<file path="config.mk">
export PLATFORM = sky130hd
export DESIGN_NAME = lirg_ctrl
export DESIGN_NICKNAME = d
export VERILOG_FILES = /design/src/rtl/core/lirg_pkg.sv /design/src/rtl/core/lirg_ctrl.sv
export VERILOG_INCLUDE_DIRS = /design/src /design/src/rtl/core
export SDC_FILE = /design/constraint.sdc
export NUM_CORES = 1
export LEC_CHECK = 0
export ABC_AREA = 0
export BUFFER_PORTS_ARGS = -buffer_cell sky130_fd_sc_hd__buf_2
export CORE_MARGIN = 2
export CORE_UTILIZATION = 57
export CTS_BUF_LIST = sky130_fd_sc_hd__clkbuf_8
export DETAILED_ROUTE_END_ITERATION = 10
export GPL_TIMING_DRIVEN = 0
export HOLD_SLACK_MARGIN = 0.02
export PLACE_DENSITY_LB_ADDON = 0.25
export SLEW_MARGIN = 20
export SYNTH_ARGS = -nofsm -noshare
export SYNTH_HDL_FRONTEND = slang
export SYNTH_SLANG_ARGS = --single-unit
</file>
<file path="constraint.sdc">
create_clock -name clk -period 3.24 [get_ports clk]
set_input_delay 0.162 -clock clk [delete_from_list [all_inputs] [get_ports clk]]
set_output_delay 0.162 -clock clk [all_outputs]
set_load 0.01 [all_outputs]
</file>
<file path="src/rtl/core/linear_interp_resampler_gain_macros.svh">
// Assertion macros used by the resampler controller.
`ifndef LINEAR_INTERP_RESAMPLER_GAIN_MACROS_SVH
`define LINEAR_INTERP_RESAMPLER_GAIN_MACROS_SVH

// Consequent must hold in the same cycle as the antecedent.
`define LIRG_ASSERT_SAME(label, clk, rst_n, ante, cons) \
	label: assert property (@(posedge clk) disable iff (!rst_n) (ante) |-> (cons)) \
		else $error("resampler assertion failed");

// Consequent must hold in the cycle after the antecedent.
`define LIRG_ASSERT_NEXT(label, clk, rst_n, ante, cons) \
	label: assert property (@(posedge clk) disable iff (!rst_n) (ante) |=> (cons)) \
		else $error("resampler assertion failed");

`endif

</file>
<file path="src/rtl/core/lirg_pkg.sv">
`default_nettype none

package lirg_pkg;

	// Gain is unsigned Q4.12.
	localparam int GAIN_BITS      = 16;
	localparam int GAIN_FRAC_BITS = 12;
	localparam logic [GAIN_BITS-1:0] GAIN_ONE = 16'd4096;

	// At most this many outputs per source frame.
	localparam int MAX_OUT = 8;
	localparam int CNT_W   = 4;

	// Configuration register indexes.
	localparam int CFG_IDX_W = 2;
	localparam logic [CFG_IDX_W-1:0] REG_PHASE_STEP = 2'd0;
	localparam logic [CFG_IDX_W-1:0] REG_GAIN       = 2'd1;

	typedef enum logic [0:0] {
		ST_IDLE,
		ST_RUN
	} state_t;

	// Commands from the controller to the datapath.
	typedef struct packed {
		logic issue;
		logic last;
		logic load_prev;
		logic load_cur;
		logic commit;
	} cmd_t;

endpackage

`default_nettype wire

</file>
<file path="src/rtl/core/lirg_ctrl.sv">
`default_nettype none

`include "linear_interp_resampler_gain_macros.svh"

module lirg_ctrl #(
	parameter int PHASE_FRAC_BITS = 16
) (
	input  wire logic                       clk,
	input  wire logic                       arst_n,
	input  wire logic                       in_valid,
	output logic                            in_stall,
	input  wire logic [PHASE_FRAC_BITS+3:0] step,
	input  wire logic                       adv,
	output lirg_pkg::cmd_t                  cmd,
	output logic [PHASE_FRAC_BITS-1:0]      frac
);

	localparam int PH_W = PHASE_FRAC_BITS + 5;
	localparam logic [PH_W-1:0] PHASE_ONE =
		{{(PH_W-PHASE_FRAC_BITS-1){1'b0}}, 1'b1, {PHASE_FRAC_BITS{1'b0}}};

	lirg_pkg::state_t state_q, state_d;
	logic [PH_W-1:0] phase_q;
	logic [PH_W-1:0] phase_next;
	logic [lirg_pkg::CNT_W-1:0] cnt_q;
	logic primed_q;
	logic accept;
	logic want_out;

	// Phase of the following output point and whether one is still due.
	assign phase_next = phase_q + {1'b0, step};
	assign want_out   = (phase_q < PHASE_ONE) &&
		(cnt_q < lirg_pkg::CNT_W'(lirg_pkg::MAX_OUT));
	assign accept     = in_valid && (state_q == lirg_pkg::ST_IDLE);
	assign frac       = phase_q[PHASE_FRAC_BITS-1:0];

	// Next state.
	always_comb begin
		state_d = state_q;
		unique case (state_q)
			lirg_pkg::ST_IDLE: begin
				if (accept && primed_q) begin
					state_d = lirg_pkg::ST_RUN;
				end
			end
			lirg_pkg::ST_RUN: begin
				if (!want_out) begin
					state_d = lirg_pkg::ST_IDLE;
				end
			end
			default: state_d = lirg_pkg::ST_IDLE;
		endcase
	end

	// Outputs of the state machine.
	always_comb begin
		cmd      = '0;
		in_stall = 1'b1;
		unique case (state_q)
			lirg_pkg::ST_IDLE: begin
				in_stall      = 1'b0;
				cmd.load_prev = accept && !primed_q;
				cmd.load_cur  = accept && primed_q;
			end
			lirg_pkg::ST_RUN: begin
				cmd.issue  = want_out && adv;
				cmd.last   = (phase_next >= PHASE_ONE) ||
					(cnt_q == lirg_pkg::CNT_W'(lirg_pkg::MAX_OUT - 1));
				cmd.commit = !want_out;
			end
			default: begin
				in_stall = 1'b1;
			end
		endcase
	end

	// State, phase accumulator, output count and priming flag.
	always_ff @(posedge clk or negedge arst_n) begin
		if (!arst_n) begin
			state_q  <= lirg_pkg::ST_IDLE;
			phase_q  <= '0;
			cnt_q    <= '0;
			primed_q <= 1'b0;
		end else begin
			state_q <= state_d;
			if (accept) begin
				primed_q <= 1'b1;
			end
			if (cmd.load_cur) begin
				cnt_q <= '0;
			end else if (cmd.issue) begin
				cnt_q <= cnt_q + lirg_pkg::CNT_W'(1);
			end
			// The phase drops by one frame at the end of the run, floored at zero.
			if (cmd.issue) begin
				phase_q <= phase_next;
			end else if (cmd.commit) begin
				phase_q <= (phase_q >= PHASE_ONE) ? (phase_q - PHASE_ONE) : '0;
			end
		end
	end

	`LIRG_ASSERT_SAME(a_cnt_bounded, clk, arst_n, 1'b1,
		cnt_q <= lirg_pkg::CNT_W'(lirg_pkg::MAX_OUT))
	`LIRG_ASSERT_NEXT(a_run_starts_clean, clk, arst_n, cmd.load_cur,
		(state_q == lirg_pkg::ST_RUN) && (cnt_q == '0))
	`LIRG_ASSERT_NEXT(a_issue_counts, clk, arst_n, cmd.issue,
		cnt_q == ($past(cnt_q) + lirg_pkg::CNT_W'(1)))
	`LIRG_ASSERT_NEXT(a_commit_ends_run, clk, arst_n, cmd.commit,
		state_q == lirg_pkg::ST_IDLE)

endmodule

`default_nettype wire

</file>
After elaboration in Yosys (flattened, before gate mapping)
Index checks and enable logic that the tools add are counted.

storage, ports and cells
  bits of input ports = 24
  output and inout port bits = 22
  logic and storage cells = 35
  register bits = 27

cells by class
  mux-type cells = 12
  add/subtract/negate cells = 3
  bitwise operators = 1
  order comparisons = 4
  reduce and logical (&&, ||, !) cells = 10
  equality and inequality tests = 1

operator list
  operator                                                                                count
  21-bit 2-to-1 mux                                                                       3
  21-bit by 17-bit greater-or-equal comparator with 1-bit output (second input constant)  2
  21-bit by 20-bit adder with 21-bit output                                               1
  21-bit by 17-bit less-than comparator with 1-bit output (second input constant)         1
  21-bit by 17-bit subtractor with 21-bit output (second input constant)                  1
  4-bit 2-to-1 mux                                                                        2
  1-bit logical AND                                                                       5
  4-bit by 1-bit adder with 4-bit output (second input constant)                          1
  4-bit by 3-bit == test with 1-bit output (second input constant)                        1
  4-bit less-than comparator (second input constant)                                      1
  1-bit 2-to-1 mux                                                                        4
  2-bit 2-to-1 mux                                                                        2
  2-bit nonzero test                                                                      2
  1-bit logical NOT                                                                       2
  1-bit case mux with 2 select lines                                                      1
  1-bit logical OR                                                                        1
  1-bit NOT                                                                               1

Depth between registers and ports, before layout
Gate-level depths: netlist of run 1.

  word-level depth = 6
  depth in mapped cells = 10
  gate-level depth less buffers = 10

Worst setup path after synthesis of run 1
No wires, ideal clock.

  kind = flip-flop to output port
  start = reg phase_q[0]
  end = out cmd[3] in the netlist's numbering
  cell stages (with the launch flop) = 11
  slack = 0.692 ns
  buffers on the path = 0
  required time = 3.078 ns
  arrival = 2.386 ns
  cell sequence = dfrtp_1 ha_1 fa_1 a21oi_1 o211ai_1 o221ai_2 nand2b_2 a31o_1 a21oi_2 xor2_1 a41oi_1

RTL lines
  what                    line             text
  from (decl)             lirg_ctrl.sv:23  logic [PH_W-1:0] phase_q;
  from (signal assigned)  lirg_ctrl.sv:96  phase_q <= phase_next;
  from (signal assigned)  lirg_ctrl.sv:98  phase_q <= (phase_q >= PHASE_ONE) ? (phase_q - PHASE_ONE) : '0;
  to (decl)               lirg_ctrl.sv:14  output lirg_pkg::cmd_t cmd,

==> results of run 1 <==
==> registers in the layout, summed over array words and instances, names as in the netlist <==
| signal | flops |
|---|---|
| phase_q | 21 |
| cnt_q | 4 |
| primed_q | 1 |
| state_q | 1 |
==> placed cells by master (no fill, tap or decap), types with 3 or more instances in the layout <==
| cell | count |
|---|---|
| nor2_1 | 16 |
| a21oi_1 | 27 |
| nand3_1 | 6 |
| xor2_1 | 12 |
| nor3_1 | 5 |
| a22o_1 | 3 |
| nor4_1 | 3 |
| xnor2_1 | 9 |
| o21ai_1 | 6 |
| clkbuf_1 | 3 |
| clkbuf_8 | 3 |
| dfrtp_1 | 26 |
| o211ai_1 | 3 |
| and3_1 | 4 |
| buf_2 | 47 |
| nand2_1 | 29 |
| inv_1 | 9 |
| buf_4 | 21 |
| a21o_1 | 6 |
| ha_1 | 22 |
| o21ai_0 | 18 |
==> stage by stage <==
stage / power (W) / utilization, % / hold WS [ns] / area, um^2
global placement: 0.00214 / 67.5 / 0.208 / 2510
floorplan: 0.00180 / - / -0.134 / 2220
global route: 0.00269 / 70.8 / 0.132 / 2630
detailed placement: 0.00219 / 67.5 / 0.210 / 2510
finish: 0.00246 / 70.8 / 0.126 / 2630
CTS: 0.00239 / 69.1 / 0.129 / 2570
==> worst max-delay path by stage <==
stage,startpoint,endpoint,slack (ns)
after floorplan,phase_q[0]$_DFFE_PN0P_,cmd[3],0.69
after global placement,phase_q[0]$_DFFE_PN0P_,cmd[3],0.28
after detailed placement,phase_q[0]$_DFFE_PN0P_,cmd[3],0.28
after CTS,phase_q[0]$_DFFE_PN0P_,cmd[3],0.06
after global routing,phase_q[0]$_DFFE_PN0P_,cmd[3],0.01
final,phase_q[7]$_DFFE_PN0P_,cmd[3],0.18
==> critical path, delay by kind of cell (launching register included) <==
kind            cells  cell delay [ns]
compound gates      6             1.32
flops               1             0.43
fa+ha+maj           1             0.35
xor+xnor            1             0.21
simple gates        1             0.16
buf+inv             1             0.16
==> logic make-up (layout without fill, tap and decap cells) <==
| logic type | after synthesis | in the layout | share of synthesized area (%) |
|---|---|---|---|
| AOI/OAI and AO/OA | 84 | 84 | 23.9 |
| and+or+nand+nor | 74 | 74 | 15.8 |
| buffers and inverters | 29 | 84 | 7.71 |
| DFF | 27 | 27 | 30.4 |
| adders and majority gates | 24 | 24 | 13.9 |
| xor gates and xnor gates | 21 | 21 | 8.28 |
==> repair_timing <==
item | CTS | global route
gates resized for setup | 1 | 6
buffers inserted | 0 | 5
endpoints found under the setup margin | 1 | 1
pin swaps | 1 | 8
hold endpoints to repair | 27 | 0
cloned | 0 | 0
hold buffers | 1 | 0
==> final cells by class <==
| class | count | area (um^2) |
|---|---|---|
| Buffer | 21 | 141 |
| Clock buffer | 3 | 41.3 |
| Clock inverter | 1 | 3.75 |
| Fill cell | 313 | 1080 |
| Inverter | 8 | 30.0 |
| Multi-Input combinational cell | 203 | 1410 |
| Sequential cell | 27 | 677 |
| Tap cell | 48 | 60.1 |
| Timing Repair Buffer | 51 | 273 |
==> where the power goes <==
| group | switching [W] | internal (W) | leakage (nW) | total, W |
|---|---|---|---|---|
| registers | 0.000169 | 0.000466 | 0.349 | 0.000635 |
| logic | 0.000846 | 0.000783 | 0.958 | 0.00163 |
| clock network | 0.000106 | 0.0000850 | 0.0269 | 0.000191 |
| total | 0.00112 | 0.00133 | 1.33 | 0.00246 |
==> synthesized netlist by cell type, drive strengths merged <==
cell type / count
o21bai: 2
a311o: 1
clkbuf: 3
o21ai: 25
nand3: 6
a21oi: 29
o211ai: 3
o31a: 1
buf: 18
fa: 1
o22ai: 1
inv: 8
nand2: 29
and3: 4
xor2: 12
nand2b: 2
nor2: 16
xnor2: 9
or3: 1
o31ai: 1
a32o: 1
ha: 23
nand4: 2
and2: 3
or4: 1
a22o: 3
a31o: 2
dfrtp: 27
o221ai: 1
nor4b: 2
a21o: 7
a221o: 2
a31oi: 2
a41oi: 1
nor3: 5
a211oi: 1
o21a: 1
nor4: 3
==> routing by layer <==
layer  vias to the layer above  routed length (um)  GRT usage (%)
li1                       1037                   -              -
met1                       972                2320           34.9
met2                        69                2380           36.8
met3                         6                 323           3.41
met4                         0                  57           6.63
met5                         -                   0              0
==> impl_metrics.tcl, run 1 <==
set metrics [dict create \
    cp_data_required_time_ns 3.08 \
    skew_ns 0.0121 \
    clk_pin_slew_ns 0.10 \
    die_w_um 66.4 \
    grt_overflow 0 \
    min_path_type "in -> reg" \
    drtPass1Iterations 4 \
    peakVddDrop_uv 521 \
    period_needed_ns 3.06 \
    num_antenna_cells 0 \
    synth_top_area_share_pct 30.4 \
    cts_max_level 1 \
    worstPathCellList "ha_1, and2_4, a311o_1, a32o_1, a31o_2, o21ai_2, o21a_1, xor2_1, a41oi_1, buf_2" \
    cts_max_path_buffers 2 \
    ys_seq_area_share_pct 30.4 \
    numCtsBuffers 3 \
    yosys.area.top_type "dfrtp_1" \
    slowest_stage "dfrtp_1" \
    core_um2 3720 \
    rr_startpoint "phase_q[0]$_DFFE_PN0P_" \
    num_vias 2084 \
    wl_mm 5.09 \
    drive_above_1_share_pct 26.8 \
    ff2ff_path_depth 11 \
    dp_hpwl_mm 3.90 \
    rows 22 \
    hp-start "in_valid" \
    power_density_nw_per_um2 933 \
    cp-end-kind "primary output" \
    clock.fmax_ghz 0.327 \
    numPortBuffers 45 \
    antenna_left 0 \
    numPlacedInstances 352 \
    maxSlewViolCount 0 \
    fp.dieH_um 66.4 \
    die-area_um2 4410 \
    ios 46 \
    worst_pin_slew_ns 0.613 \
    timing.rr.end "phase_q[14]$_DFFE_PN0P_" \
    instances_no_fill 362 \
    critPathKind "reg -> out" \
    syn_nets 307 \
    syn_inst 259 \
    post-route-period-util_pct 94.5 \
    cts.sinks 27 \
    gr-usage-all-layers_pct 23.9 \
    maxSlewHeadroom_pct 59.2 \
    drc 0 \
    nNetsFinal 363 \
    whs_path_depth 3 \
    min_to "primed_q$_DFFE_PN0P_" \
    ys_warn_count 0 \
    drv_cap 0 \
    syn_avg_cell_area_um2 8.58 \
    grt_max_degree 28 \
    syn_to_final_growth_pct 18.5 \
    wl_per_cell_um 14.0 \
    rsz0062_at_grt "no" \
    cts-root-buf "clkbuf_8" \
    finalSetupViolCount 0 \
    antenna_found_initial 0 \
    critical_path.startpoint_type "flip-flop" \
    crit_fanout 5 \
    clk_latency_ns 0.28 \
    start_util_pct 59.8 \
    arrival_ns 2.90 \
    place_congestion 0.880 \
    status "complete, no violations" \
    ys_seq_elements 27 \
    synth.lib_cells_used.distinct 46 \
    synthTopCellsByArea "dfrtp_1 30%, ha_1 13%, a21oi_1 6.3%" \
    p_leak_nw 1.33 \
    dpl_worst_slack_ns 0.281 \
    critPathMaxStageDelay_ns 0.43 \
    grt_pass1_wl_mm 8.11 \
    hold_viol 0 \
    setup_ws_ns 0.177 \
    netlist_area_um2 2220 \
    grt_pass1_vias 1775 \
    drt_iter0_drc 180 \
    fin_setup_tns_ns 0 \
    avgViaCountPerCell 5.76 \
    cts_tree "yes" \
    rrSetupSlack_ns 0.58 \
]
No activity file was read; power rests on OpenSTA's default activity.
==> run 2: changes to the inputs <==
--- a/config.mk
+++ b/config.mk
@@ -8,8 +8,10 @@
 export LEC_CHECK = 0
 export ABC_AREA = 0
 export BUFFER_PORTS_ARGS = -buffer_cell sky130_fd_sc_hd__buf_2
-export CORE_MARGIN = 2
-export CORE_UTILIZATION = 57
+export CELL_PAD_IN_SITES_DETAIL_PLACEMENT = 0
+export CELL_PAD_IN_SITES_GLOBAL_PLACEMENT = 1
+export CORE_MARGIN = 4
+export CORE_UTILIZATION = 42
 export CTS_BUF_LIST = sky130_fd_sc_hd__clkbuf_8
 export DETAILED_ROUTE_END_ITERATION = 10
 export GPL_TIMING_DRIVEN = 0
==> run 2 against run 1 <==
  * Via count is 1.8% lower
  * Routed wire length is 4.9% higher
  * Critical endpoint unchanged
  * Power grew 2.0%
  * Largest power group unchanged
  * Sequential share of layout area decreased by 0.62 points
  * First-iteration DRC count shrank 64%
  * Cell count up 7.2%
  * Global-route usage decreased by 7.1 points
  * Die area rose by 48%
  * Non-clock buffer count increased by 4
  * Sequential power up 0.6%
  * Setup slack gained 0.023 ns
==> impl_metrics.tcl, run 2 (synthesis results as in run 1) <==
set metrics [dict create \
    worstPathCellList "ha_4, fa_2, a21oi_4, o211ai_1, o221ai_2, nand2b_4, a31o_1, a21oi_2, xor2_1, a41oi_1, buf_2" \
    maxSlewViolCount 0 \
    wl_mm 5.33 \
    instances_no_fill 388 \
    numPlacedInstances 374 \
    hp-start "in_valid" \
    peakVddDrop_uv 430 \
    num_vias 2046 \
    num_antenna_cells 0 \
    final_cell_mix "47 x buf_2, 29 x nand2_1, 27 x a21oi_1, 27 x dfrtp_1, 25 x buf_4" \
    cts_tree "yes" \
    min_to "primed_q$_DFFE_PN0P_" \
    largest-register "phase_q" \
    grt_overflow 0 \
    ff2ff_path_depth 11 \
    antenna_left 0 \
    grt_max_degree 28 \
    drc 0 \
    rows 26 \
    grt_pass1_vias 1890 \
    reg_top3 "phase_q: 21 flops, cnt_q: 4 flops" \
    worst_pin_slew_ns 0.616 \
    fp.dieH_um 80.7 \
    cp_data_required_time_ns 3.08 \
    finalSetupViolCount 0 \
    path_buf_inv 1 \
    dp_hpwl_mm 4.07 \
    fillCellCount 526 \
    critical_path.startpoint_type "flip-flop" \
    slowest_stage "dfrtp_1" \
    core_um2 5110 \
    ios 46 \
    clk_latency_ns 0.28 \
    syn_to_final_growth_pct 21.2 \
    cts_max_level 1 \
    placed_area_um2 2530 \
    timing.rr.end "phase_q[14]$_DFFE_PN0P_" \
    drv_cap 0 \
    critPathMaxStageDelay_ns 0.45 \
    period_needed_ns 3.04 \
    swShare_pct 45.4 \
    fin_util_pct 52.7 \
    cp-end-kind "primary output" \
    power_density_nw_per_um2 930 \
    pwr-share-comb_pct 66.5 \
    nNetsFinal 367 \
    arrival_ns 2.88 \
    p_leak_nw 1.35 \
    rsz0062_at_grt "yes" \
    start_util_pct 43.5 \
    critPathKind "reg -> out" \
    final_common_cell "buf_2" \
    die_w_um 80.7 \
    cts-root-buf "clkbuf_8" \
    pwr-share-clk_pct 8.0 \
    skew_ns 0.00928 \
    clk_pin_slew_ns 0.10 \
    drtPass1Iterations 4 \
    status "complete, no violations" \
    place_congestion 0.887 \
    wl_per_cell_um 13.7 \
    p_int_w 0.00137 \
    numPortBuffers 45 \
    hold_viol 0 \
    drive_above_1_share_pct 27.7 \
    rr_startpoint "phase_q[0]$_DFFE_PN0P_" \
    whs_path_depth 3 \
    cts.sinks 27 \
    min_path_type "in -> reg" \
    antenna_found_initial 0 \
    grt_pass1_wl_mm 8.66 \
    rrSetupSlack_ns 0.54 \
    post-route-period-util_pct 93.8 \
    numCtsBuffers 3 \
    crit_fanout 4 \
    maxSlewHeadroom_pct 59.0 \
    largest_reg_flops 21 \
    avgViaCountPerCell 5.27 \
    clock.fmax_ghz 0.329 \
    p_seq_share_pct 25.5 \
    cts_max_path_buffers 2 \
    p_sw_w 0.00114 \
    die-area_um2 6520 \
    gr-usage-all-layers_pct 16.8 \
    drt_iter0_drc 65 \
    cp_top_family "compound AO/OA/AOI/OAI gates" \
    final_cell_area_um2 2690 \
]
## run 2: repair_timing
action | 4_1_cts | 5_1_grt
gates resized for setup | 1 | 5
hold buffers | 1 | 0
hold endpoints to repair | 27 | 0
pin swaps | 2 | 8
buffers inserted | 2 | 7
gates cloned | 0 | 0
endpoints found under the setup margin | 1 | 1
## run 2: cell type report
class                           instances  area, um^2  area share [%]
Clock inverter                          1        7.51           0.279
Clock buffer                            3        41.3            1.53
Buffer                                 21         141            5.25
Multi-Input combinational cell        203        1410            52.2
Inverter                                8        30.0            1.12
Sequential cell                        27         676            25.1
Tap cell                               70        87.6            3.25
Timing Repair Buffer                   55         303            11.2
## run 2: per-layer routing
metal / global-route usage (%) / vias to the layer above / part of all wire [%]
met4: 3.72 / 0 / 0.96
met3: 2.33 / 6 / 6.2
met1: 23.7 / 940 / 48
met5: 0 / - / 0
li1: - / 1042 / -
met2: 27.5 / 58 / 45
## run 2: metrics by stage
| step | setup TNS [ns] | worst slack (ns) | total power, W | hold WS [ns] |
|---|---|---|---|---|
| after floorplan | 0 | 0.692 | 0.00180 | -0.134 |
| final | 0 | 0.200 | 0.00250 | 0.122 |
| after CTS | 0 | 0.0298 | 0.00242 | 0.119 |
| after detailed placement | 0 | 0.201 | 0.00219 | 0.212 |
| after global routing | -0.0544 | -0.0544 | 0.00275 | 0.136 |
| after global placement | 0 | 0.228 | 0.00219 | 0.216 |
## run 2: worst reg2reg max path, cell delays in order, from the launching register on
cell	delay, ns
dfrtp_1	0.45
ha_4	0.19
fa_2	0.41
a21oi_4	0.16
o211ai_1	0.18
o221ai_2	0.26
nand2b_4	0.09
buf_4	0.14
a21o_2	0.20
a21oi_1	0.18
xor2_1	0.21
o21ai_0	0.10
## run 2: worst max path at each step
stage | from | endpoint | slack (ns) | cells after the start
detailed placement | phase_q[0]$_DFFE_PN0P_ | cmd[3] | 0.20 | 11
floorplan | phase_q[0]$_DFFE_PN0P_ | cmd[3] | 0.69 | 10
finish | phase_q[0]$_DFFE_PN0P_ | cmd[3] | 0.20 | 11
global placement | phase_q[0]$_DFFE_PN0P_ | cmd[3] | 0.23 | 11
global route | phase_q[0]$_DFFE_PN0P_ | cmd[3] | -0.05 | 11
CTS | phase_q[0]$_DFFE_PN0P_ | cmd[3] | 0.03 | 11
## run 2: power by group through the flow
stage	logic [W]	registers (W)	clock network, W
floorplan	0.00122	0.000585	0
global placement	0.00154	0.000644	0
detailed placement	0.00155	0.000645	0
CTS	0.00158	0.000638	0.000205
global route	0.00187	0.000662	0.000220
finish	0.00166	0.000639	0.000201
